File: src/design/plss_pkg.sv
`default_nettype none
package plss_pkg;

  localparam int MAX_POINTS = 64;
  localparam int COORD_BITS = 24;
  localparam int CNT_W      = $clog2(MAX_POINTS + 1);
  localparam int IDX_W      = $clog2(MAX_POINTS);
  localparam int CFG_W      = 7;
  localparam int TGT_W      = (CNT_W > CFG_W) ? CNT_W : CFG_W;
  localparam int PT_W       = 3 * COORD_BITS;
  localparam int SQ_W       = 2 * COORD_BITS;
  localparam int SUM_W      = SQ_W + 2;

  localparam logic [CFG_W-1:0] TARGET_RESET = CFG_W'(64);

  typedef logic [2:0][COORD_BITS-1:0] pt_t;

  typedef enum logic [3:0] {
    ST_LOAD,
    ST_CHECK,
    ST_SCAN,
    ST_DRAIN,
    ST_SHIFT,
    ST_SHIFT_END,
    ST_PUT_MID,
    ST_EMIT_FIRST,
    ST_EMIT
  } state_e;

  typedef struct packed {
    logic load_en;
    logic scan_start;
    logic scan_step;
    logic shift_start;
    logic shift_step;
    logic put_mid;
    logic emit_start;
    logic emit_step;
    logic clear;
  } cmd_t;

  typedef struct packed {
    logic refine_go;
    logic ptr_at_end;
    logic pipe_busy;
    logic found;
    logic shift_done;
  } sts_t;

endpackage
`default_nettype wire

File: src/design/plss_ctrl.sv
`default_nettype none
module plss_ctrl import plss_pkg::*; (
  input  wire logic clk_i,
  input  wire logic rst_ni,
  input  wire logic in_valid_i,
  input  wire logic in_last_i,
  output      logic in_stall_o,
  output      logic out_valid_o,
  input  wire logic out_stall_i,
  input  wire sts_t sts_i,
  output      cmd_t cmd_o
);

  state_e state_q, state_d;

  always_ff @(posedge clk_i or negedge rst_ni) begin
    if (!rst_ni) begin
      state_q <= ST_LOAD;
    end else begin
      state_q <= state_d;
    end
  end

  always_comb begin
    state_d     = state_q;
    cmd_o       = '0;
    in_stall_o  = 1'b1;
    out_valid_o = 1'b0;
    case (state_q)
      ST_LOAD: begin
        in_stall_o    = 1'b0;
        cmd_o.load_en = in_valid_i;
        if (in_valid_i && in_last_i) begin
          state_d = ST_CHECK;
        end
      end
      ST_CHECK: begin
        if (sts_i.refine_go) begin
          cmd_o.scan_start = 1'b1;
          state_d          = ST_SCAN;
        end else begin
          state_d = ST_EMIT_FIRST;
        end
      end
      ST_SCAN: begin
        cmd_o.scan_step = 1'b1;
        if (sts_i.ptr_at_end) begin
          state_d = ST_DRAIN;
        end
      end
      ST_DRAIN: begin
        if (!sts_i.pipe_busy) begin
          if (sts_i.found) begin
            cmd_o.shift_start = 1'b1;
            state_d           = ST_SHIFT;
          end else begin
            state_d = ST_EMIT_FIRST;
          end
        end
      end
      ST_SHIFT: begin
        cmd_o.shift_step = 1'b1;
        if (sts_i.shift_done) begin
          state_d = ST_SHIFT_END;
        end
      end
      ST_SHIFT_END: begin
        state_d = ST_PUT_MID;
      end
      ST_PUT_MID: begin
        cmd_o.put_mid = 1'b1;
        state_d       = ST_CHECK;
      end
      ST_EMIT_FIRST: begin
        cmd_o.emit_start = 1'b1;
        state_d          = ST_EMIT;
      end
      ST_EMIT: begin
        out_valid_o = 1'b1;
        if (!out_stall_i) begin
          if (sts_i.ptr_at_end) begin
            cmd_o.clear = 1'b1;
            state_d     = ST_LOAD;
          end else begin
            cmd_o.emit_step = 1'b1;
          end
        end
      end
      default: begin
        state_d = ST_LOAD;
      end
    endcase
  end

endmodule
`default_nettype wire

File: config.mk
export PLATFORM = sky130hd
export DESIGN_NAME = plss_ctrl
export DESIGN_NICKNAME = d
export VERILOG_FILES = /design/src/design/plss_pkg.sv /design/src/design/plss_ctrl.sv
export SDC_FILE = /design/constraint.sdc
export NUM_CORES = 1
export LEC_CHECK = 0
export BUFFER_PORTS_ARGS = -buffer_cell sky130_fd_sc_hd__buf_4
export CORE_AREA = 2 2 39 41
export DETAILED_ROUTE_END_ITERATION = 10
export DIE_AREA = 0 0 41 43
export PLACE_DENSITY = 0.6
export SLEW_MARGIN = 20
export SYNTH_ARGS = -nofsm -noshare
export SYNTH_HDL_FRONTEND = slang
export SYNTH_SLANG_ARGS = --single-unit
File: constraint.sdc
create_clock -name clk_i -period 1.3 [get_ports clk_i]
set_input_delay 0.26 -clock clk_i [delete_from_list [all_inputs] [get_ports clk_i]]
set_output_delay 0.26 -clock clk_i [all_outputs]
set_load 0.05 [all_outputs]
Yosys cells after proc, flatten, opt, wreduce, memory -nomap -nowiden

Cells that the tools add are included.

Register bits: 4
Bits in latches: 0
RAM bits: 0
Bits in read-only memories: 0
Input port bits: 10
Output and inout bits: 11
Word-level logic and storage cells: 43
Memories kept: 0

Add/subtract/negate cells: 0
$mul: 0
Div/mod/pow operators: 0
Order comparisons: 0
Equal/unequal tests: 14
Shift operators: 0
Multiplexer cells: 25
Bitwise operators: 0
Reductions and logical operators: 3

Operators with widths:

| cell                                          | count |
|---|---|
| one-hot mux 4 bit (9 select lines)            | 1 |
| 2-to-1 mux 4 bit                              | 6 |
| == test 4 x 3 -> 1 bit, second input constant | 4 |
| 2-to-1 mux 1 bit                              | 14 |
| != test 2 bit, second input constant          | 6 |
| == test 4 x 2 -> 1 bit, second input constant | 2 |
| 2-to-1 mux 2 bit                              | 3 |
| AND reduction 6 bit                           | 1 |
| == test 4 x 1 -> 1 bit, second input constant | 1 |
| == test 4 bit, second input constant          | 1 |
| logical NOT 4 bit                             | 1 |
| 2-to-1 mux 3 bit                              | 1 |
| logical AND 1 bit                             | 1 |

Longest topological paths before layout

Gate-level depths: netlist of run 1.

Depth after elaboration: 3
Mapped depth: 4
Depth with buffers taken out: 3

Least setup slack after synthesis of run 1

No wires, ideal clock.

Path type: reg-to-output
Start: register state_q[0]
End: output port cmd_o[1] (netlist bit)
Arrival: 1.879 ns
Setup slack: -0.839 ns
Stages on the path, launching flop included: 5
Buffers on the path: 1
Cell sequence: dfrtp_1 > buf_4 > nor2_2 > nand3b_1 > nor3_1

RTL lines:

| what                   | line            | RTL |
|---|---|---|
| start, declared        | plss_ctrl.sv:14 | `state_e state_q, state_d;` |
| start signal, assigned | plss_ctrl.sv:20 | `state_q <= state_d;` |
| end, declared          | plss_ctrl.sv:11 | `output cmd_t cmd_o` |

==> metrics.yaml, run 1 <==
outcome: "finished with violations"
violations: "setup timing"
timing.final.ws_setup_ps: -329
yosysSeqAreaShare: 0.299
coreArea_um2: 1380
synth_commonest_cells: "dfrtp_1, nand2_1, nor2b_1"
power_switching_share: 0.476
cellLeakagePower_nw: 0.352
synthFlopType: "dfrtp_1"
crit_fanout: 3
fin_nets: 87
cts_tree: "done"
switchingPower_w: 0.000822
finalClockSkew_ps: 3.83
finalSetupViolations: 13
fmax_mhz: 614
ioPinCount: 21
n_fill_cell: 148
cts.path.max_buffers: 2
h-tree-depth: 1
syn_area_um2: 335
diodes: 0
antenna_found_initial: 0
grt_pass1_wl_um: 1640
place_congestion: 0.737
grt_pass1_vias: 393
wl_per_cell_um: 11.7
regMostFlops: "state_q"
p_comb_frac: 0.766
root_buffer: "clkbuf_4"
vias: 428
path_delay_family: "simple AND/OR/NAND/NOR gates"
rows: 14
postRouteAntennaNets: 0
worstSetupStartpointType: "flip-flop"
dp.cells: 83
die_h_um: 43
numClockSinks: 4
finalHoldViolCount: 0
ir_drop_v: 0.000942
path_buf_inv: 2
area_growth_pct: 122
power.total_w: 0.00173
synth.area.top_cells: "dfrtp_1, nor2b_1, nand4bb_1, and3_1, buf_4"
die_x_um: 41
critPathRequiredTime_ps: 1040
cap_violations: 0
ys_seq_elements: 4
global_route.overflow_total: 0
holdWs_ps: 323
maxSlewViolCount: 0
insertion_delay_ps: 240
synth_edf_count: 0
grtUsageTotal: 0.141
start_util: 0.242
fp.dieArea_um2: 1760
place_ws_ps: -133
syn_nets: 50
critPathMaxStageDelay_ps: 390
viasPerCell: 4.70
grt_max_degree: 10
finalNonFillerCells: 91
netlist.area_leader.share: 0.299
intPower_w: 0.000906
rsz0062_at_grt: "yes"
place_hpwl_um: 746
drtIter0Drc: 3
slowest_stage: "dfrtp_1"
synth_area_leader_cell: "dfrtp_1"
critPathKind: "reg2out"
crit_arrival_ps: 1370
yosys_warnings: 0
wl_um: 1070
slew_headroom: 0.777
period_minus_slack_ps: 1630
synth_area_per_cell_um2: 8.38
largest_register_ffs: 4
power.share.sequential: 0.142
power_frac_clock: 0.091
worst_pin_slew_ps: 334
io_buffers: 20
dr.pass1.iters: 2
ys_types: 21
finalCritPeriodShare: 1.25
path_cells: "buf_4 -> nor2b_1 -> and3_4 -> buf_6"
hold_class: "in2reg"
timing.critical_path.to_type: "primary output"
cts_buffers: 3
powerDensity_nw_per_um2: 2320
layout-drive-gt1-share: 0.680
clk_pin_slew_ps: 40
synth-async-reset-ratio: 1.00
drc: 0
reg_top3: "state_q x4"
synthCells: 40
## layout by cell type, fill, tap and decap left out, types with 2 or more instances in the layout
cell and n:
nor2b_1 2, buf_4 21, o21bai_1 2, and3_4 2, nor2_2 3, inv_1 2
clkbuf_4 3, nand4bb_1 2, buf_6 9, dfrtp_1 4, nor3_4 2, nand2_2 2
nand2_1 2, buf_8 4
## worst paths after layout
| check | from | to | slack (ps) | depth (start not counted) |
|---|---|---|---|---|
| worst max-delay path | state_q[3]$_DFFE_PN0P_ | cmd_o[2] | -330 | 4 |
| worst min-delay path | sts_i[3] | state_q[0]$_DFFE_PN0P_ | 320 | 2 |
| worst max register to register | state_q[1]$_DFFE_PN0P_ | state_q[0]$_DFFE_PN0P_ | -100 | 6 |
| worst min register to register | state_q[3]$_DFFE_PN0P_ | state_q[1]$_DFFE_PN0P_ | 690 | 3 |
| max in group asynchronous | rst_ni | state_q[2]$_DFFE_PN0P_ | 840 | 2 |
| min in group asynchronous | rst_ni | state_q[1]$_DFFE_PN0P_ | 360 | 2 |
## power groups by stage
stage	Combinational (W)	Clock (W)	Sequential, W
after floorplan	0.000761	0	0.000231
after global placement	0.00112	0	0.000241
after detailed placement	0.00111	0	0.000244
after CTS	0.00129	0.000160	0.000246
after global routing	0.00141	0.000168	0.000249
final	0.00132	0.000158	0.000246
## worst reg2reg max path, stage by stage, from the launching register on
cell      delay, ps
dfrtp_1         380
buf_4           190
nor2b_2          60
buf_4           120
buf_4           120
o311ai_1        260
o311a_1         200
## metrics by stage
step	TNS (ps)	cell area [um2]	utilization
after floorplan	-959	379	-
after global placement	-239	598	0.432
after detailed placement	-291	598	0.432
after CTS	-2720	722	0.522
after global routing	-3700	744	0.538
final	-2870	744	0.538
## area by class of cell
cell class | count | area [um2] | share of cell area
clock buffer | 3 | 22.5 | 0.0303
multi-input combinational | 31 | 265 | 0.356
inverter | 2 | 7.51 | 0.0101
tap | 16 | 20.0 | 0.0269
timing repair buffer | 35 | 329 | 0.442
sequential | 4 | 100 | 0.134
## cell families after synthesis
logic type / after synthesis / share of synthesized area
and+or+nand+nor: 23 / 0.407
AOI/OAI and AO/OA: 8 / 0.194
buffers and inverters: 5 / 0.101
DFF: 4 / 0.299
## what timing repair did
action,4_1_cts,5_1_grt
hold buffers,1,0
setup endpoints to repair,12,14
hold endpoints to repair,4,0
pin swaps,3,2
buffers inserted,4,1
resized for setup,20,4
## layer usage
layer  up-vias  wire length [um]  share of wire  track usage
met5         -                 0              0            0
met4         0                 8         0.0075        0.100
met3         2                60          0.056       0.0314
met2        16               581           0.55        0.222
met1       193               414           0.39        0.157
li1        217                 -              -            -
(Power assumes the default switching activity.)
==> run 2, diff against run 1 <==
--- a/config.mk
+++ b/config.mk
@@ -11,3 +11,3 @@
 export DIE_AREA = 0 0 41 43
-export PLACE_DENSITY = 0.6
+export RECOVER_POWER = 50
 export SLEW_MARGIN = 20
==> constraint.sdc (replaced) <==
create_clock -name clk_i -period 1.3 [get_ports clk_i]
set_input_delay 0.065 -clock clk_i [delete_from_list [all_inputs] [get_ports clk_i]]
set_output_delay 0.065 -clock clk_i [all_outputs]
set_load 0.05 [all_outputs]
==> metrics.yaml, run 2 (same netlist as run 1, synthesis figures left out) <==
worst_pin_slew_ps: 330
ff2ff_path_depth: 6
crit_fanout: 4
wl_um: 1070
final_common_cell: "buf_4"
rsz0062_at_grt: "yes"
diodes: 0
timing.final.ws_setup_ps: -138
vias: 437
drc: 0
h-tree-depth: 1
grtUsageTotal: 0.155
startpoint: "state_q[1]$_DFFE_PN0P_"
viasPerCell: 4.91
drtIter0Drc: 1
setup_tns_ps: -596
worstSetupStartpointType: "flip-flop"
timing.critical_path.to_type: "primary output"
cts.path.max_buffers: 2
cellLeakagePower_nw: 0.331
dr.pass1.iters: 4
period_minus_slack_ps: 1440
final_cell_mix: "buf_4, buf_6, nor2_2, buf_8"
powerDensity_nw_per_um2: 2410
grt_max_degree: 10
coreArea_um2: 1380
slew_headroom: 0.779
violations: "setup timing"
fin_nets: 85
die_h_um: 43
rows: 14
cts_buffers: 3
finalClockSkew_ps: 4.53
ioPinCount: 21
finalSetupViolations: 8
r2r_end: "state_q[0]$_DFFE_PN0P_"
critPathKind: "reg2out"
finalCritPeriodShare: 1.11
io_buffers: 20
ff2ff_setup_slack_ps: -50
clk_pin_slew_ps: 30
regMostFlops: "state_q"
area_growth_pct: 115
cts_tree: "done"
crit_arrival_ps: 1370
n_fill_cell: 137
outcome: "finished with violations"
maxSlewViolCount: 0
place_congestion: 0.765
fmax_mhz: 695
wl_per_cell_um: 12.0
global_route.overflow_total: 0
finalHoldViolCount: 0
grt_pass1_wl_um: 1750
cap_violations: 0
utilization: 0.522
numClockSinks: 4
die_x_um: 41
r2r_start: "state_q[1]$_DFFE_PN0P_"
root_buffer: "clkbuf_4"
critPathRequiredTime_ps: 1240
grt_pass1_vias: 424
ir_drop_v: 0.000955
reg_top3: "state_q x4"
layout-drive-gt1-share: 0.685
insertion_delay_ps: 240
antenna_found_initial: 0
fp.dieArea_um2: 1760
largest_register_ffs: 4
hold_class: "in2reg"
crit_end: "cmd_o[1]"
postRouteAntennaNets: 0
start_util: 0.242
place_hpwl_um: 738
[run 2: worst min-delay path by stage]
| stage | from | slack [ps] | end | cells past startpoint |
|---|---|---|---|---|
| floorplan | rst_ni | -230 | state_q[0]$_DFFE_PN0P_ | 0 |
| global placement | rst_ni | -140 | state_q[0]$_DFFE_PN0P_ | 1 |
| detailed placement | rst_ni | -140 | state_q[0]$_DFFE_PN0P_ | 1 |
| CTS | rst_ni | 150 | state_q[2]$_DFFE_PN0P_ | 2 |
| global route | sts_i[3] | 150 | state_q[0]$_DFFE_PN0P_ | 2 |
| finish | sts_i[3] | 150 | state_q[0]$_DFFE_PN0P_ | 2 |
[run 2: worst max-delay path, cell delays in order (launching register included)]
cell and delay [ps]:
dfrtp_1 400, nor2_2 130, nand3b_1 230, nor3_4 200
buf_6 180
[run 2: timing repair]
| action | 4_1_cts | 5_1_grt |
|---|---|---|
| setup endpoints to repair | 10 | 12 |
| endpoints found under the hold margin | 4 | 0 |
| hold buffers | 1 | 0 |
| gates resized for setup | 16 | 12 |
| setup buffers | 6 | 2 |
| pin swaps | 3 | 1 |
[run 2: power by group]
part / internal (W) / switching (W) / total, W
logic: 0.000633 / 0.000686 / 0.00132
registers: 0.000192 / 0.0000729 / 0.000265
clock network: 0.000103 / 0.0000514 / 0.000155
total: 0.000928 / 0.000810 / 0.00174
[run 2: routing by layer]
metal	up-vias	track usage	routed length (um)
li1	211	-	-
met1	210	0.180	417
met2	16	0.225	595
met3	0	0.0471	59
met4	0	0.120	0
met5	-	0	0
[run 2: area by class of cell]
class | instances | area [um2] | area share
Multi-Input combinational cell | 31 | 263 | 0.364
Tap cell | 16 | 20.0 | 0.0277
Timing Repair Buffer | 33 | 307 | 0.425
Sequential cell | 4 | 103 | 0.142
Inverter | 2 | 7.51 | 0.0104
Clock buffer | 3 | 22.5 | 0.0312
[run 2: stage by stage]
| stage | setup slack [ps] | instances | hold slack [ps] | cell area [um2] | total power [W] |
|---|---|---|---|---|---|
| after floorplan | -124 | 40 | -231 | 362 | 0.000946 |
| after global placement | 29.0 | 77 | -138 | 536 | 0.00121 |
| after detailed placement | 47.7 | 77 | -138 | 536 | 0.00122 |
| after CTS | -131 | 87 | 146 | 667 | 0.00160 |
| after global routing | -216 | 89 | 146 | 722 | 0.00185 |
| final | -138 | 89 | 148 | 722 | 0.00174 |
==> run 3, diff against run 2 <==
ABC_AREA = 1   (was default)
CORE_AREA = default   (was 2 2 39 41)
CORE_MARGIN = 1.5   (was default)
CORE_UTILIZATION = 30   (was default)
DIE_AREA = default   (was 0 0 41 43)
SLEW_MARGIN = 25   (was 20)
==> metrics.yaml, run 3 <==
cts_tree: "done"
yosysSeqAreaShare: 0.230
dr.pass1.iters: 4
critPathKind: "reg2out"
wl_per_cell_um: 11.3
fmax_mhz: 710
final_common_cell: "buf_4"
synth_xor_area_frac: 0
timing.final.ws_setup_ps: -108
drc: 0
finalClockSkew_ps: 7.65
final_cell_mix: "buf_4, buf_6, inv_1, nand2_1, nand3_1"
slowest_stage: "dfrtp_2"
rows: 13
largest_register_ffs: 4
critPathMaxStageDelay_ps: 420
setup_tns_ps: -703
critPathRequiredTime_ps: 1240
regMostFlops: "state_q"
crit_fanout: 4
diodes: 0
grtUsageTotal: 0.180
synthAdderAreaFrac: 0
start_util: 0.326
worstHoldPathCells: 4
finalSetupViolations: 9
syn_area_um2: 435
powerDensity_nw_per_um2: 2500
h-tree-depth: 1
yosys_warnings: 0
synth_commonest_cells: "nand2_1, nand3_1, inv_1"
ff2ff_path_depth: 7
global_route.overflow_total: 0
synth_area_per_cell_um2: 6.22
ys_types: 15
crit_arrival_ps: 1340
ioPinCount: 21
netlist.area_leader.share: 0.230
layout-drive-gt1-share: 0.625
cts_buffers: 3
holdWs_ps: 131
timing.critical_path.to_type: "primary output"
drtIter0Drc: 17
rsz0062_at_grt: "yes"
slew_headroom: 0.864
synthCells: 70
cts.path.max_buffers: 2
coreArea_um2: 1330
synth_compound_area_frac: 0.0431
cellLeakagePower_nw: 0.444
wl_um: 1350
place_hpwl_um: 886
yosys.area_share.simple: 0.563
fin_nets: 116
numClockSinks: 4
die_x_um: 41.1
worst_pin_slew_ps: 203
synth_edf_count: 0
synth.area.top_cells: "dfrtp_1, nand3_1, nand2_1, inv_1, nor2_4"
synth.most_common_cell: "nand2_1"
area_growth_pct: 103
place_congestion: 0.862
outcome: "finished with violations"
insertion_delay_ps: 240
root_buffer: "clkbuf_4"
grt_pass1_wl_um: 1940
synth-async-reset-ratio: 1.00
reg_top3: "state_q x4"
synth_top_family_by_area: "simple AND/OR/NAND/NOR gates"
clk_pin_slew_ps: 40
ys_seq_elements: 4
finalCritPeriodShare: 1.08
synth_area_leader_cell: "dfrtp_1"
grt_pass1_vias: 484
die_h_um: 41.1
io_buffers: 20
violations: "setup timing"
hold_class: "in2reg"
period_minus_slack_ps: 1410
antenna_found_initial: 0
vias: 586
worstSetupStartpointType: "flip-flop"
fp.dieArea_um2: 1690
finalHoldViolCount: 0
syn_nets: 80
cap_violations: 0
grt_max_degree: 10
maxSlewViolCount: 0
ir_drop_v: 0.00116
viasPerCell: 4.92
synth_mux_area_frac: 0
path_cells: "inv_1 -> nor2_2 -> inv_2 -> nor3_2 -> buf_6"
synthFlopType: "dfrtp_1"
postRouteAntennaNets: 0
-- run 3: cell types whose count changed after synthesis, moves of 3 or more --
cell and delta:
nor2b_1 -4, nand3_1 +12, and3_1 -3, inv_1 +9, nand4_1 +3, nor2_4 +3
nand2_1 +10, inv_2 +4
-- run 3: area by class of cell --
cell class,count,area (um2)
sequential,4,103
inverter,15,56.3
timing repair buffer,33,310
fill,114,452
clock buffer,3,22.5
tap,15,18.8
multi-input combinational,49,372
-- run 3: repair_timing --
| item | CTS | global route |
|---|---|---|
| gates resized for setup | 15 | 16 |
| hold endpoints to repair | 4 | 0 |
| pin swaps | 2 | 9 |
| hold buffers | 1 | 0 |
| setup endpoints to repair | 11 | 15 |
| setup buffers | 6 | 3 |
-- run 3: metrics by stage --
stage	cells	total power [W]	worst slack (ps)	cell area, um2	utilization
final	119	0.00220	-108	882	0.661
after global routing	119	0.00235	-164	882	0.661
after CTS	117	0.00201	-81.3	807	0.605
after detailed placement	107	0.00160	25.4	677	0.508
after global placement	107	0.00160	15.0	677	0.508
after floorplan	70	0.00124	-49.1	493	-
-- run 3: worst paths after layout --
check | from | endpoint | slack (ps)
worst max-delay path | state_q[2]$_DFFE_PN0P_ | cmd_o[2] | -110
worst min-delay path | sts_i[0] | state_q[2]$_DFFE_PN0P_ | 130
worst max register to register | state_q[3]$_DFFE_PN0P_ | state_q[0]$_DFFE_PN0P_ | 20
worst min register to register | state_q[3]$_DFFE_PN0P_ | state_q[3]$_DFFE_PN0P_ | 580
max in group asynchronous | rst_ni | state_q[2]$_DFFE_PN0P_ | 940
min in group asynchronous | rst_ni | state_q[3]$_DFFE_PN0P_ | 170
-- run 3: worst max-delay path, delay by kind of cell, from the launching register on --
family                 cells  cell delay (ps)
buffers and inverters      3              340
AND/OR/NAND/NOR            2              330
flip-flops                 1              420
-- run 3: per-layer routing --
layer  GRT usage  up-vias  wire length (um)
met5           0        -                 0
met4       0.121        0                21
met3           0        2                56
met2       0.313       23               727
met1       0.216      271               542
li1            -      290                 -
-- run 3: logic make-up (layout without fill, tap and decap cells) --
group / count (synthesis) / in the layout
DFF: 4 / 4
buffers and inverters: 17 / 51
AOI/OAI and AO/OA: 2 / 2
and+or+nand+nor: 47 / 47
-- run 3: where the power goes --
| part | internal [W] | switching (W) |
|---|---|---|
| logic | 0.000751 | 0.00103 |
| registers | 0.000184 | 0.0000779 |
| clock network | 0.000104 | 0.0000551 |
| total | 0.00104 | 0.00117 |
